[config.mk]
export PLATFORM = sky130hd
export DESIGN_NAME = pixel_program_cpu
export DESIGN_NICKNAME = d
export VERILOG_FILES = /design/src/rtl/core/ppc_pkg.sv /design/src/rtl/core/pixel_program_cpu.sv
export VERILOG_INCLUDE_DIRS = /design/src /design/src/rtl/core
export SDC_FILE = /design/constraint.sdc
export NUM_CORES = 1
export LEC_CHECK = 0
export BUFFER_PORTS_ARGS = -buffer_cell sky130_fd_sc_hd__buf_2
export CAP_MARGIN = 20
export CORE_MARGIN = 2
export CORE_UTILIZATION = 60
export DETAILED_ROUTE_END_ITERATION = 10
export PLACE_DENSITY = 0.77
export RECOVER_POWER = 25
export REMOVE_ABC_BUFFERS = 1
export SYNTH_ARGS = -nofsm -noshare
export SYNTH_HDL_FRONTEND = slang
export SYNTH_SLANG_ARGS = --single-unit
[constraint.sdc]
create_clock -name clk -period 4.5 [get_ports clk]
set_input_delay 0.225 -clock clk [delete_from_list [all_inputs] [get_ports clk]]
set_output_delay 0.225 -clock clk [all_outputs]
set_load 0.005 [all_outputs]
[src/rtl/core/pixel_program_cpu_macros.svh]
// assertion macros shared by the pixel program cpu rtl
`ifndef PIXEL_PROGRAM_CPU_MACROS_SVH
`define PIXEL_PROGRAM_CPU_MACROS_SVH

`ifndef SYNTH
// same-cycle implication, disabled while in reset
`define PPC_ASSERT_IMP(label, clk, rst, ante, cons) \
  label: assert property (@(posedge clk) disable iff (rst) (ante) |-> (cons)) \
    else $error("pixel_program_cpu: assertion failed");
// next-cycle implication, disabled while in reset
`define PPC_ASSERT_NXT(label, clk, rst, ante, cons) \
  label: assert property (@(posedge clk) disable iff (rst) (ante) |=> (cons)) \
    else $error("pixel_program_cpu: assertion failed");
`else
`define PPC_ASSERT_IMP(label, clk, rst, ante, cons)
`define PPC_ASSERT_NXT(label, clk, rst, ante, cons)
`endif

`endif

[src/rtl/core/ppc_pkg.sv]
// types and constants of the pixel program cpu
package ppc_pkg;

  // default sizes
  localparam int PPC_PROGRAM_WORDS = 16;
  localparam int PPC_NUM_REGS      = 8;
  localparam int PPC_REG_WIDTH     = 4;

  // fixed field widths
  localparam int OPC_W   = 4;
  localparam int OPND_W  = 8;
  localparam int ADDR_W  = 4;
  localparam int PIXEL_W = 4;
  localparam int WORD_W  = OPC_W + 3 * OPND_W;
  localparam int LFSR_W  = 8;

  localparam logic [LFSR_W-1:0] LFSR_RESET = 8'h01;

  // instruction set
  typedef enum logic [OPC_W-1:0] {
    OP_NOOP, OP_GETX, OP_GETY, OP_GETTIME, OP_MOV, OP_ADD, OP_SUB, OP_SL,
    OP_SR, OP_RAND, OP_AND, OP_NAND, OP_OR, OP_NOR, OP_XOR, OP_SET
  } op_t;

  // fibonacci lfsr, taps x^8+x^6+x^5+x^4+1
  function automatic logic [LFSR_W-1:0] lfsr_step(input logic [LFSR_W-1:0] s);
    lfsr_step = {s[6:0], s[7] ^ s[5] ^ s[4] ^ s[3]};
  endfunction

endpackage

[src/rtl/core/pixel_program_cpu.sv]
// pixel program cpu: program store, register bank and three-stage sequencer
//
// Command interface. A transaction is accepted at a rising edge with start
// high and busy low. req_type 0 loads one program word (opcode, op_a, op_b,
// op_c) at prog_addr; it completes at that edge, busy stays low and no result
// follows. req_type 1 runs the whole program for one pixel (pixel_x, pixel_y,
// frame_time are captured at acceptance).
// A run walks the program store through a fetch, register read and execute
// pipeline, one program word per cycle, with write-back forwarding into the
// execute stage. After the last word one extra slot reads register 0.
// busy is high from the acceptance of a run until the tail slot leaves the
// execute stage, and the result shows on pixel_value with done high for one
// cycle, registered from the tail slot in the execute stage. The next
// transaction can be accepted in the cycle done is high.
// The receiver cannot stall: each result is presented for exactly one cycle.
// Reset clears the program store to NOOP words (per-word valid bits), the
// register bank, the sequencer and sets the random generator to one; the
// generator keeps its value from run to run.
`include "pixel_program_cpu_macros.svh"

module pixel_program_cpu
  import ppc_pkg::*;
#(
  parameter int PROGRAM_WORDS = PPC_PROGRAM_WORDS,
  parameter int NUM_REGS      = PPC_NUM_REGS,
  parameter int REG_WIDTH     = PPC_REG_WIDTH
) (
  input  logic               clk,
  input  logic               rst,
  input  logic               start,
  output logic               busy,
  input  logic               req_type,
  input  logic [ADDR_W-1:0]  prog_addr,
  input  logic [OPC_W-1:0]   opcode,
  input  logic [OPND_W-1:0]  op_a,
  input  logic [OPND_W-1:0]  op_b,
  input  logic [OPND_W-1:0]  op_c,
  input  logic [OPND_W-1:0]  pixel_x,
  input  logic [OPND_W-1:0]  pixel_y,
  input  logic [OPND_W-1:0]  frame_time,
  output logic               done,
  output logic [PIXEL_W-1:0] pixel_value
);

  localparam int PAW  = (PROGRAM_WORDS > 1) ? $clog2(PROGRAM_WORDS) : 1;
  localparam int CNTW = $clog2(PROGRAM_WORDS + 1);
  localparam int RAW  = (NUM_REGS > 1) ? $clog2(NUM_REGS) : 1;
  localparam int RW   = REG_WIDTH;

  // transaction decode
  logic accept, run_fire, load_fire;
  assign accept    = start && !busy;
  assign run_fire  = accept && req_type;
  assign load_fire = accept && !req_type && (32'(prog_addr) < 32'(PROGRAM_WORDS));

  // sequencer control
  logic            f_run;
  logic [CNTW-1:0] f_cnt;
  logic            d_vld, d_tail, x_vld, x_tail;
  logic [LFSR_W-1:0] lfsr;

  assign busy = f_run || d_vld || x_vld;

  // captured pixel inputs
  logic [OPND_W-1:0] px, py, pt;

  // program store
  logic [WORD_W-1:0]        prog_mem [PROGRAM_WORDS];
  logic [PROGRAM_WORDS-1:0] prog_valid;
  logic [WORD_W-1:0]        prog_rdata;
  logic                     prog_rvld;
  logic [PAW-1:0]           f_idx;
  logic [PAW-1:0]           load_idx;

  assign f_idx    = f_cnt[PAW-1:0];
  assign load_idx = PAW'(prog_addr);

  always_ff @(posedge clk) begin
    if (load_fire) begin
      prog_mem[load_idx] <= {opcode, op_a, op_b, op_c};
    end
    prog_rdata <= prog_mem[f_idx];
    prog_rvld  <= prog_valid[f_idx];
  end

  // decode stage: word from the store, tail slot reads register 0
  logic [WORD_W-1:0] d_word;
  op_t               d_op;
  logic [OPND_W-1:0] d_a, d_b, d_c;
  logic              a_ok, b_ok;
  logic [RAW-1:0]    ia, ib;

  assign d_word = prog_rvld ? prog_rdata : '0;

  always_comb begin
    d_op = op_t'(d_word[WORD_W-1 -: OPC_W]);
    d_a  = d_word[3*OPND_W-1 -: OPND_W];
    d_b  = d_word[2*OPND_W-1 -: OPND_W];
    d_c  = d_word[OPND_W-1:0];
    if (d_tail) begin
      d_op = OP_NOOP;
      d_a  = '0;
    end
  end

  assign a_ok = 32'(d_a) < 32'(NUM_REGS);
  assign b_ok = 32'(d_b) < 32'(NUM_REGS);
  assign ia   = a_ok ? RAW'(d_a) : '0;
  assign ib   = b_ok ? RAW'(d_b) : '0;

  // register bank
  logic [RW-1:0]       reg_mem [NUM_REGS];
  logic [NUM_REGS-1:0] reg_valid;
  logic [RW-1:0]       ra_q, rb_q;
  logic                ra_ok, rb_ok;

  // write-back stage for forwarding
  logic              wb_en;
  logic [OPND_W-1:0] wb_idx;
  logic [RW-1:0]     wb_data;

  // execute stage
  op_t               x_op;
  logic [OPND_W-1:0] x_a, x_b, x_c;
  logic [RW-1:0]     va, vb;
  logic              has_dest, dest_ok, wr_en, sh_big;
  logic [OPND_W-1:0] dest;
  logic [RW-1:0]     wr_data;
  logic [RAW-1:0]    widx;
  logic [LFSR_W-1:0] lfsr_next;

  assign lfsr_next = lfsr_step(lfsr);

  // operand forwarding from the write just committed
  assign va = (wb_en && wb_idx == x_a) ? wb_data : (ra_ok ? ra_q : '0);
  assign vb = (wb_en && wb_idx == x_b) ? wb_data : (rb_ok ? rb_q : '0);
  assign sh_big = 32'(vb) >= 32'(REG_WIDTH);

  // alu and destination select
  always_comb begin
    has_dest = 1'b1;
    dest     = x_c;
    wr_data  = '0;
    case (x_op)
      OP_GETX:    begin dest = x_a; wr_data = RW'(px); end
      OP_GETY:    begin dest = x_a; wr_data = RW'(py); end
      OP_GETTIME: begin dest = x_a; wr_data = RW'(pt); end
      OP_MOV:     begin dest = x_b; wr_data = va; end
      OP_ADD:     wr_data = va + vb;
      OP_SUB:     wr_data = va - vb;
      OP_SL:      wr_data = sh_big ? '0 : (va << vb);
      OP_SR:      wr_data = sh_big ? '0 : (va >> vb);
      OP_RAND:    begin dest = x_a; wr_data = RW'(lfsr_next); end
      OP_AND:     wr_data = va & vb;
      OP_NAND:    wr_data = ~(va & vb);
      OP_OR:      wr_data = va | vb;
      OP_NOR:     wr_data = ~(va | vb);
      OP_XOR:     wr_data = va ^ vb;
      OP_SET:     begin dest = x_a; wr_data = RW'(x_b); end
      default:    has_dest = 1'b0;
    endcase
  end

  assign dest_ok = 32'(dest) < 32'(NUM_REGS);
  assign wr_en   = x_vld && has_dest && dest_ok;
  assign widx    = dest_ok ? RAW'(dest) : '0;

  // register bank access: two registered reads, one write
  always_ff @(posedge clk) begin
    if (wr_en) begin
      reg_mem[widx] <= wr_data;
    end
    ra_q <= reg_mem[ia];
    rb_q <= reg_mem[ib];
  end

  // control state
  always_ff @(posedge clk) begin
    if (rst) begin
      f_run      <= 1'b0;
      f_cnt      <= '0;
      d_vld      <= 1'b0;
      d_tail     <= 1'b0;
      x_vld      <= 1'b0;
      x_tail     <= 1'b0;
      done       <= 1'b0;
      wb_en      <= 1'b0;
      lfsr       <= LFSR_RESET;
      prog_valid <= '0;
      reg_valid  <= '0;
      ra_ok      <= 1'b0;
      rb_ok      <= 1'b0;
    end else begin
      // fetch slots 0..PROGRAM_WORDS, the last one being the tail
      if (run_fire) begin
        f_run <= 1'b1;
        f_cnt <= '0;
      end else if (f_run) begin
        if (32'(f_cnt) == 32'(PROGRAM_WORDS)) begin
          f_run <= 1'b0;
        end
        f_cnt <= f_cnt + 1'b1;
      end
      d_vld  <= f_run;
      d_tail <= f_run && (32'(f_cnt) == 32'(PROGRAM_WORDS));
      x_vld  <= d_vld;
      x_tail <= d_vld && d_tail;
      done   <= x_vld && x_tail;
      wb_en  <= wr_en;
      ra_ok  <= a_ok && reg_valid[ia];
      rb_ok  <= b_ok && reg_valid[ib];
      if (load_fire) begin
        prog_valid[load_idx] <= 1'b1;
      end
      // bank reads as zero at the start of every run
      if (run_fire) begin
        reg_valid <= '0;
      end else if (wr_en) begin
        reg_valid[widx] <= 1'b1;
      end
      if (x_vld && x_op == OP_RAND) begin
        lfsr <= lfsr_next;
      end
    end
  end

  // payload registers
  always_ff @(posedge clk) begin
    if (run_fire) begin
      px <= pixel_x;
      py <= pixel_y;
      pt <= frame_time;
    end
    x_op    <= d_op;
    x_a     <= d_a;
    x_b     <= d_b;
    x_c     <= d_c;
    wb_idx  <= dest;
    wb_data <= wr_data;
    if (x_vld && x_tail) begin
      pixel_value <= PIXEL_W'(va);
    end
  end

  // checks
  `PPC_ASSERT_NXT(a_run_busy, clk, rst, run_fire, busy)
  `PPC_ASSERT_NXT(a_load_idle, clk, rst, accept && !req_type && !busy, !busy)
  `PPC_ASSERT_NXT(a_tail_done, clk, rst, x_vld && x_tail, done)
  `PPC_ASSERT_IMP(a_tail_single, clk, rst, 1'b1, $onehot0({d_tail, x_tail}))
  `PPC_ASSERT_IMP(a_wr_range, clk, rst, wr_en, 32'(dest) < 32'(NUM_REGS))

endmodule
Word level (Yosys, flattened, before mapping)
Memory sizes are Yosys's and may differ from the RTL's. A register that Yosys moved wholly into a read port is not among the register bits.
Cells that the tools add are included.
Widths: inputs -> output; s select.
Storage, ports and cells
  bits of input ports: 60
  output and inout bits: 6
  bits in writable memories: 480
  word-level logic and storage cells: 125
  register bits: 103
  memories: 2
Memories
  prog_mem: words 16, width 28, read ports 1, clocked after memory_dff 1, write ports 1, RTL line pixel_program_cpu.sv:68  | logic [WORD_W-1:0] prog_mem [PROGRAM_WORDS];
  reg_mem: words 8, width 4, read ports 2, clocked after memory_dff 2, write ports 1, RTL line pixel_program_cpu.sv:112  | logic [RW-1:0] reg_mem [NUM_REGS];
Operators by class
  bitwise gates (word level): 11
  muxes and demuxes: 31
  magnitude comparators: 11
  shifts and indexed selects: 2
  reductions and logical operators: 23
  eq/ne operators: 18
  $add $sub $neg: 3
Operators with widths (number)
  $pmux 4 s15: 1
  $eq 4x4->1 const B: 8
  $lt 8x4->1 const B: 3
  $mux 24: 1
  $mux 4: 6
  $eq 4x3->1 const B: 4
  $eq 8x8->1: 2
  $or 16x16->16: 1
  $pmux 8 s2: 1
  $logic_and 1x1->1: 15
  $reduce_or 15->1: 1
  $mux 1: 13
  $lt 3x4->1 const B: 3
  $lt 4x5->1 const B: 2
  $mux 3: 3
  $eq 4x2->1 const B: 2
  $mux 8: 1
  $not 4->4: 2
  $or 8x8->8: 1
  $bmux 1 s3: 2
  $add 5x1->5 const B: 1
  $eq 5x5->1 const B: 1
  $reduce_or 5->1: 1
  $add 4x4->4: 1
  18 further kinds: 23

Logic depth before layout (Yosys ltp)
Gate-level depths: netlist of the first run.
  word-level depth: 10
  depth in mapped cells: 14
  depth with buffers taken out: 14

Worst setup path before layout of the first run
No wires, ideal clock.
  kind: register to register
  start point: register f_run
  end point: memory prog_mem[0][0] in the netlist's numbering (enable)
  path buffers: 1
  clock period less this slack: 3.777 ns
  library setup time: 0.457 ns
  data arrival time: 3.320 ns
  cell stages (with the launch flop): 6
  setup slack: 0.723 ns
  data required time: 4.043 ns
  cell sequence: dfxtp_1 clkbuf_1 nor3_1 nand2_1 nor4_1 nor3b_1
On the way
  word-level cells in the longest chain between the ends: 7
RTL lines
  from (decl): RTL line pixel_program_cpu.sv:57  | logic f_run;
  from (signal assigned): RTL line pixel_program_cpu.sv:180  | f_run <= 1'b0;
  from (signal assigned): RTL line pixel_program_cpu.sv:196  | f_run <= 1'b1;
  from (signal assigned): RTL line pixel_program_cpu.sv:200  | f_run <= 1'b0;
  $logic_or 1x1->1 (2 in a row): RTL line pixel_program_cpu.sv:62  | assign busy = f_run || d_vld || x_vld;
  $logic_not 1->1: RTL line pixel_program_cpu.sv:52  | assign accept = start && !busy;
  $logic_and 1x1->1: RTL line pixel_program_cpu.sv:52
  $logic_and 1x1->1: RTL line pixel_program_cpu.sv:54  | assign load_fire = accept && !req_type && (32'(prog_addr) < 32'(PROGRAM_WORDS));
  $mux 1: RTL line pixel_program_cpu.sv:79  | if (load_fire) begin
  $mux 1 (not written as such): RTL line pixel_program_cpu.sv:80  | prog_mem[load_idx] <= {opcode, op_a, op_b, op_c};
  to (decl): RTL line pixel_program_cpu.sv:68
Every way passes these cells.

Worst setup path in the final report of the first run
  start point: register wb_idx[1]
  end point: memory reg_mem[1][3] in the netlist's numbering, data pin
On the way
  word-level cells in the longest chain between the ends: 6
  elaborated cells between the ends (all ways): 19
  those cells by class: 2 x add/sub; 1 x order compare; 2 x eq/ne; 2 x shift; 5 x mux; 5 x bitwise; 2 x reduce/logical
RTL lines
  from (decl): RTL line pixel_program_cpu.sv:119  | logic [OPND_W-1:0] wb_idx;
  from (signal assigned): RTL line pixel_program_cpu.sv:238  | wb_idx <= dest;
  $eq 8x8->1 (*): RTL line pixel_program_cpu.sv:135  | assign va = (wb_en && wb_idx == x_a) ? wb_data : (ra_ok ? ra_q : '0);
  $logic_and 1x1->1 (*): RTL line pixel_program_cpu.sv:135
  $mux 4 (*): RTL line pixel_program_cpu.sv:135
  named net va[3]: RTL line pixel_program_cpu.sv:125  | logic [RW-1:0] va, vb;
  $shr 4x4->4, or another cell as far along: RTL line pixel_program_cpu.sv:152  | OP_SR: wr_data = sh_big ? '0 : (va >> vb);
  $mux 4, or another cell as far along: RTL line pixel_program_cpu.sv:152
  $pmux 4 s15 (*): RTL line pixel_program_cpu.sv:144  | case (x_op)
  named net wr_data[3]: RTL line pixel_program_cpu.sv:128  | logic [RW-1:0] wr_data;
  to (decl): RTL line pixel_program_cpu.sv:112
Mark *: on every way through the listed nets, which the timed path passes. The rest lies on a longest branch.

==> results of run 1 <==
## final timing paths
path	end	depth (start not counted)	slack (ns)	start
worst max-delay path	reg_mem[1][3]$_DFFE_PP_	12	0.59	wb_idx[1]$_DFF_P_
worst min-delay path	prog_mem[8][2]$_DFFE_PP_	2	0.07	prog_addr[0]
worst max register to register	reg_mem[1][3]$_DFFE_PP_	12	0.59	wb_idx[1]$_DFF_P_
worst min register to register	x_c[7]$_SDFF_PN0_	1	0.44	prog_rdata[7]$_DFF_P_
## area by class of cell
| type | count | area, µm² |
|---|---|---|
| multi-input combinational | 594 | 6340 |
| clock buffer | 81 | 1670 |
| clock inverter | 31 | 375 |
| inverter | 25 | 93.8 |
| tap | 525 | 657 |
| fill | 2419 | 12100 |
| sequential | 619 | 17400 |
| timing repair buffer | 133 | 985 |
## worst max-delay path, cell delays in order (launching register included)
cell	delay, ns
dfxtp_1	0.33
xnor2_1	0.19
nand3_1	0.09
nor3_1	0.66
mux2_2	0.37
ha_1	0.21
inv_1	0.05
mux4_2	0.45
a21oi_1	0.15
nor2_1	0.07
a221o_1	0.29
a221oi_1	0.26
o211ai_1	0.39
## flip-flops by register name (all words and copies together) (netlist names), 4 cells and up
name         count
prog_mem       448
reg_mem         32
prog_rdata      28
prog_valid      16
lfsr             8
reg_valid        8
wb_idx           8
x_a              8
x_b              8
x_c              8
f_cnt            5
pixel_value      4
pt               4
px               4
py               4
ra_q             4
rb_q             4
wb_data          4
x_op             4
## cells by family (layout without fill, tap and decap cells)
| logic type | Yosys count | count (layout) |
|---|---|---|
| buf+inv | 78 | 270 |
| simple gates | 262 | 262 |
| fa+ha+maj | 12 | 12 |
| flops | 619 | 619 |
| mux | 188 | 188 |
| compound gates | 101 | 101 |
| xor+xnor | 31 | 31 |
## power by group through the flow
| stage | clock network, mW | logic, mW | registers [mW] |
|---|---|---|---|
| 2_1_floorplan | 0 | 0.209 | 6.40 |
| 3_3_place_gp | 0 | 0.343 | 6.39 |
| 3_5_place_dp | 0 | 0.353 | 6.39 |
| 4_1_cts | 5.17 | 0.386 | 6.27 |
| 5_1_grt | 5.37 | 0.409 | 6.27 |
| 6_report | 5.10 | 0.381 | 6.27 |
## cells in the mapped netlist (all sizes together), types with 18 or more instances
| cell type | number | area (µm²) |
|---|---|---|
| dfxtp | 123 | 2460 |
| mux4 | 148 | 3330 |
| nand3 | 28 | 140 |
| nor2b | 25 | 156 |
| clkbuf | 35 | 131 |
| xnor2 | 27 | 236 |
| o21ai | 24 | 120 |
| nand2 | 60 | 225 |
| and2 | 34 | 213 |
| inv | 21 | 78.8 |
| mux2i | 26 | 260 |
| edfxtp | 496 | 14900 |
| buf | 18 | 78.8 |
| nor2 | 73 | 274 |
## layer usage
metal | part of all wire, % | wire length, µm
met1 | 39 | 20400
met2 | 51 | 27200
met3 | 6.7 | 3550
met4 | 3.2 | 1700
met5 | 0 | 0
## metrics by stage
stage	cells	hold slack (ns)	util, %	setup slack [ns]
2_1_floorplan	1238	0.294	-	-1.64
3_3_place_gp	1853	0.404	63.3	0.741
3_5_place_dp	1854	0.403	63.3	0.657
4_1_cts	2008	0.0276	69.6	0.663
5_1_grt	2008	0.0591	69.5	0.385
6_report	2008	0.0704	69.5	0.593
==> impl_results.md, run 1 <==
* Critical path arrival at roughly 4.1 ns
* CTS Buf Count at 59
* DRC Markers at 0
* Initial Util at roughly 60%
* Final period utilization at between 80% and 90%
* Final max-slew violation count at 0
* CP max FO at 9
* Total GRT Usage at 26.1%
* Die area at 41400 µm²
* TritonCTS clock tree: built
* Setup Viol. Count Final at 0
* Global-route track usage on met1 at roughly a third
* Synth Area in Adders at 0.660%
* Share of cells above drive strength 1 at 24.3%
* Ports at 66
* Final instance area at between 20000 and 30000 µm²
* CP Capture Type: flop
* Required time of the critical path at 4.73 ns
* P_sw at between 2 and 2.5 mW
* Unrepaired setup endpoints after global routing: false
* Most frequent cells in the layout: 496 x edfxtp_1, 148 x mux4_2, 119 x dfxtp_1
* Largest net degree at the start of global routing at 65
* Commonest non-fill, non-tap cell in the layout: edfxtp_1
* Drt first-iter violations at ~1200
* Ys flop type: edfxtp_1
* Max_slew headroom at about a third
* Largest family of logic cells by synthesized area: multiplexers
* Detailed-placement wirelength estimate at slightly below 30 mm
* Synth-to-layout area growth at 15.1%
* Switch share at 20.3%
* Avg WL per Cell at 26.3 µm
* Final antenna-violating net count at 0
* Clock skew at roughly 0.043 ns
* Status: complete, no violations
* Buffers on Ports at 53
* Gr busiest metal: met2
* Compound-cell area share of the yosys netlist at ~3.1%
* Total grt overflow at 0
* First-pass GRT wire length at 79.1 mm
* Row count at 73
* CTS max path bufs at 3
* Pre-Repair DR Iteration Count at 5
* Min-delay worst type: primary input to flop
* Simple-gate area share of the yosys netlist at about 5.5%
* Post-synth cell types at 57
* Actual slew at the worst max-slew pin at 0.994 ns
* Power Internal at 9.37 mW
* Post-synthesis instance area at 23900 µm²
* Post-placement cell area at around 25000 µm²
* CP startpoint kind: flop
* Met3 Usage GRT at 3.76%
* Clock root buffer master: clkbuf_16
* Fmax at approximately 260 MHz
* VDD IR max at between 0.5 and 0.6 mV
* Vias per inst at 6.33
* Setup CP Type: flop to flop
* Max-cap violations at 0
* Post-Synth XOR/XNOR Area at under 10%
* Diodes inserted at 0
* Syn Area/Cell at 18.5 µm²
* Sink Count at 619
* Hold buffer count at cts at 42
* Clock power share at 43.4%
* Synth Instances at 1291
* Post_cts resized at 0
* Width of the die at between 200 and 250 µm
* Gp weighted congestion at roughly 0.9
* Core box area at slightly below 40000 µm²
* PwrDens at between 400 and 500 nW/µm²
* Register area share after synthesis at 72.7%
* Setup TNS at 0 ns
* Synth warnings at 0
* Logic pwr share at 3.2%
* Reg power frac at a little over half
* Clock latency on the worst-skew pair at roughly 0.64 ns
* Async set or reset register ratio after synthesis at 0%
* #FFs+latches synth at between 600 and 700
* Final min period at a little under 4 ns
* Total power at 11.8 mW
* Proportion of synthesized area in mux cells at approximately 16%
* Post-synth EDFFs at just under 500
* Hold Vio Cnt, Final at 0
* DRT Wirelength at 52.9 mm
* H-tree Lvls at 2
* Layout Nets at approximately 1500
* Leakage at about 8.9 nW
* Vias in the first global route at between 10000 and 15000
* Initial antenna violation count at 1
* Chip height at 204 µm
* Postcts setup bufs at 0
* Met2 usage at about 44%
* Clock-pin transition on the worst setup and hold timing paths at roughly 0.06 ns
* Vias post-DR at approximately 13000
Power figures use the tool's default switching activity.
==> run 2: changes to the inputs <==
- CORE_ASPECT_RATIO: not set -> 0.9
- CTS_CLUSTER_SIZE: not set -> 16
==> run 2 against run 1 <==
Effect of this change: combinational power hardly changed; clock power is 9.6% lower; highest routed layer unchanged; sequential power hardly changed; non-clock buffer count is 2 higher; largest cell class unchanged; largest power group unchanged; global-route usage is 0.95 points lower; clock-buffer cell count is 4 higher; flip-flop and latch count stayed put; sequential share of layout area is 0.45 points higher; critical endpoint is now reg_mem[2][1]$_DFFE_PP_; first-iteration DRC count is 12% higher.
==> impl_results.md, run 2 (synthesis results as in run 1) <==
* PwrDens at 413 nW/µm² (-3.5%)
* Setup TNS at 0 ns (unchanged)
* Hold Vio Cnt, Final at 0 (unchanged)
* Post_cts resized at 0 (unchanged)
* Buffers on Ports at 53 (unchanged)
* Number of flip-flops in the largest register at 448 (unchanged)
* Chip height at 193 µm (-5.0%)
* Clock latency on the worst-skew pair at 0.63 ns (about the same)
* Width of the die at 214 µm (+5.3%)
* Commonest non-fill, non-tap cell in the layout: edfxtp_1
* Initial antenna violation count at 1 (unchanged)
* CTS max path bufs at 3 (unchanged)
* Finished Layout Cells at 2011 (+0.15%)
* Critical path arrival at 4.12 ns (-0.02 ns)
* CP startpoint kind: flop
* Core box area at 39400 µm² (-0.46%)
* Initial Util at 60.7% (+0.28 points)
* Worst setup margin at 0.610 ns (+0.0172 ns)
* Final min period at 3.89 ns (-0.0172 ns)
* Vias post-DR at 12400 (-2.6%)
* Final period utilization at 86.4% (-0.38 points)
* DRC Markers at 0 (unchanged)
* Actual slew at the worst max-slew pin at 1.06 ns (+0.0692 ns)
* Die area at 41400 µm² (about the same)
* Final max-slew violation count at 0 (unchanged)
* CP max stage delay at 0.47 ns (-0.19 ns)
* Vias per inst at 6.15 (-2.8%)
* Setup Viol. Count Final at 0 (unchanged)
* Min-delay worst type: primary input to flop
* Layout Nets at 1503 (-0.066%)
* Avg WL per Cell at 25.7 µm (-2.5%)
* Final antenna-violating net count at 0 (unchanged)
* Unrepaired setup endpoints after global routing: false
* Placed Instances at 1863 (+0.49%)
* Synth-to-layout area growth at 14.2%
* Clock-pin transition on the worst setup and hold timing paths at 0.07 ns (about the same)
* Crit path cell chain: xnor2_1, nand3_1, nor3_2, mux2_2, inv_2, nor2_1, xnor2_1, fa_1, inv_1, o22ai_1, a31oi_1, o21ai_0, a31oi_1, o221ai_1
* First-pass GRT wire length at 77.6 mm (-1.8%)
* Detailed-placement wirelength estimate at 29.0 mm (-1.1%)
* H-tree Lvls at 2 (unchanged)
* Required time of the critical path at 4.73 ns (about the same)
* Largest regs: prog_mem (448), reg_mem (32), prog_rdata (28)
* Most frequent cells in the layout: 496 x edfxtp_1, 148 x mux4_2, 119 x dfxtp_1
* Gp weighted congestion at 0.909 (+0.24%)
* Dpl ws at 0.675 ns (+0.0175 ns)
* Clock root buffer master: clkbuf_16
* Drt first-iter violations at 1384 (+12%)
* Status: complete, no violations
* Total grt overflow at 0 (unchanged)
* R2r setup slk at 0.61 ns (+0.02 ns)
* CTS Buf Count at 56 (-5.1%)
* Share of cells above drive strength 1 at 23.8% (-0.46 points)
* DRT Wirelength at 51.6 mm (-2.4%)
* Pre-Repair DR Iteration Count at 5 (unchanged)
* CP Capture Type: flop
* Total GRT Usage at 25.2% (-0.95 points)
* Row count at 69 (-5.5%)
* Crit-path slowest cell: mux2_2
* Largest register by flop count: prog_mem
* Largest net degree at the start of global routing at 46 (-29%)
* Fin util at 69.3% (-0.17 points)
* Total power at 11.3 mW (-4.2%)
* Ports at 66 (unchanged)
* Vias in the first global route at 12600 (-3.3%)
* Clock skew at 0.0505 ns (+0.00763 ns)
* VDD IR max at 0.306 mV (-40%)
* Max_slew headroom at 28.9% (-4.6 points)
* Leakage at 8.83 nW (-1.1%)
* Setup CP Type: flop to flop
* Sink Count at 619 (unchanged)
* Fmax at 257 MHz (+0.44%)
* TritonCTS clock tree: built
* Max-cap violations at 0 (unchanged)
* CP max FO at 9 (unchanged)
-- run 2: cell count changes in the layout (fill, tap and decap cells not counted) --
cell / previous run / this run
bufinv_16: 6 / 0
clkbuf_1: 30 / 34
buf_4: 35 / 37
clkbuf_16: 59 / 57
clkinv_2: 12 / 10
inv_6: 2 / 0
buf_2: 34 / 35
clkbuf_8: 11 / 12
clkinv_1: 7 / 6
clkinv_4: 2 / 1
clkinv_8: 0 / 1
diode_2: 0 / 1
-- run 2: where the power goes --
| group | switching [mW] | leakage (nW) | internal [mW] |
|---|---|---|---|
| clock | 2.06 | 0.889 | 2.55 |
| sequential | 0.0408 | 5.44 | 6.22 |
| combinational | 0.194 | 2.50 | 0.186 |
-- run 2: repair_timing --
action	4_1_cts	5_1_grt
buffers inserted	0	0
hold buffers	42	0
endpoints found under the setup margin	0	0
hold endpoints to repair	460	0
-- run 2: worst paths after layout --
kind / startpoint / to / cells past startpoint
min: prog_addr[1] / prog_mem[8][0]$_DFFE_PP_ / 2
min reg2reg: prog_rdata[4]$_DFF_P_ / x_c[4]$_SDFF_PN0_ / 1
max: x_b[3]$_DFF_P_ / reg_mem[2][1]$_DFFE_PP_ / 14
max reg2reg: x_b[3]$_DFF_P_ / reg_mem[2][1]$_DFFE_PP_ / 14
-- run 2: critical path: cells and delay by family, from the launching register on --
family	cells	cell delay, ns
AND/OR/NAND/NOR	3	0.64
flip-flops	1	0.42
multiplexers	1	0.47
adder cells (fa/ha/maj)	1	0.47
buffers and inverters	2	0.21
AO/OA/AOI/OAI	5	0.85
XOR/XNOR	2	0.41
-- run 2: per-layer routing --
| layer | part of all wire (%) | GRT usage (%) |
|---|---|---|
| met2 | 51 | 42.6 |
| met1 | 41 | 35.0 |
| met5 | 0 | 0 |
| met3 | 6.0 | 3.52 |
| met4 | 2.1 | 7.02 |
-- run 2: area by class of cell --
class	count	area, µm²
antenna	1	2.50
clock buffer	85	1650
clock inverter	20	171
fill	2455	12100
inverter	25	93.8
multi-input combinational	594	6340
sequential	619	17400
tap	532	666
timing repair buffer	135	1000
-- run 2: stage by stage --
| step | area (µm²) | hold slack (ns) |
|---|---|---|
| final | 27300 | 0.0474 |
| after global routing | 27300 | 0.0479 |
| after CTS | 27300 | 0.0197 |
| after detailed placement | 25100 | 0.403 |
| after global placement | 25100 | 0.402 |
| after floorplan | 23700 | 0.294 |
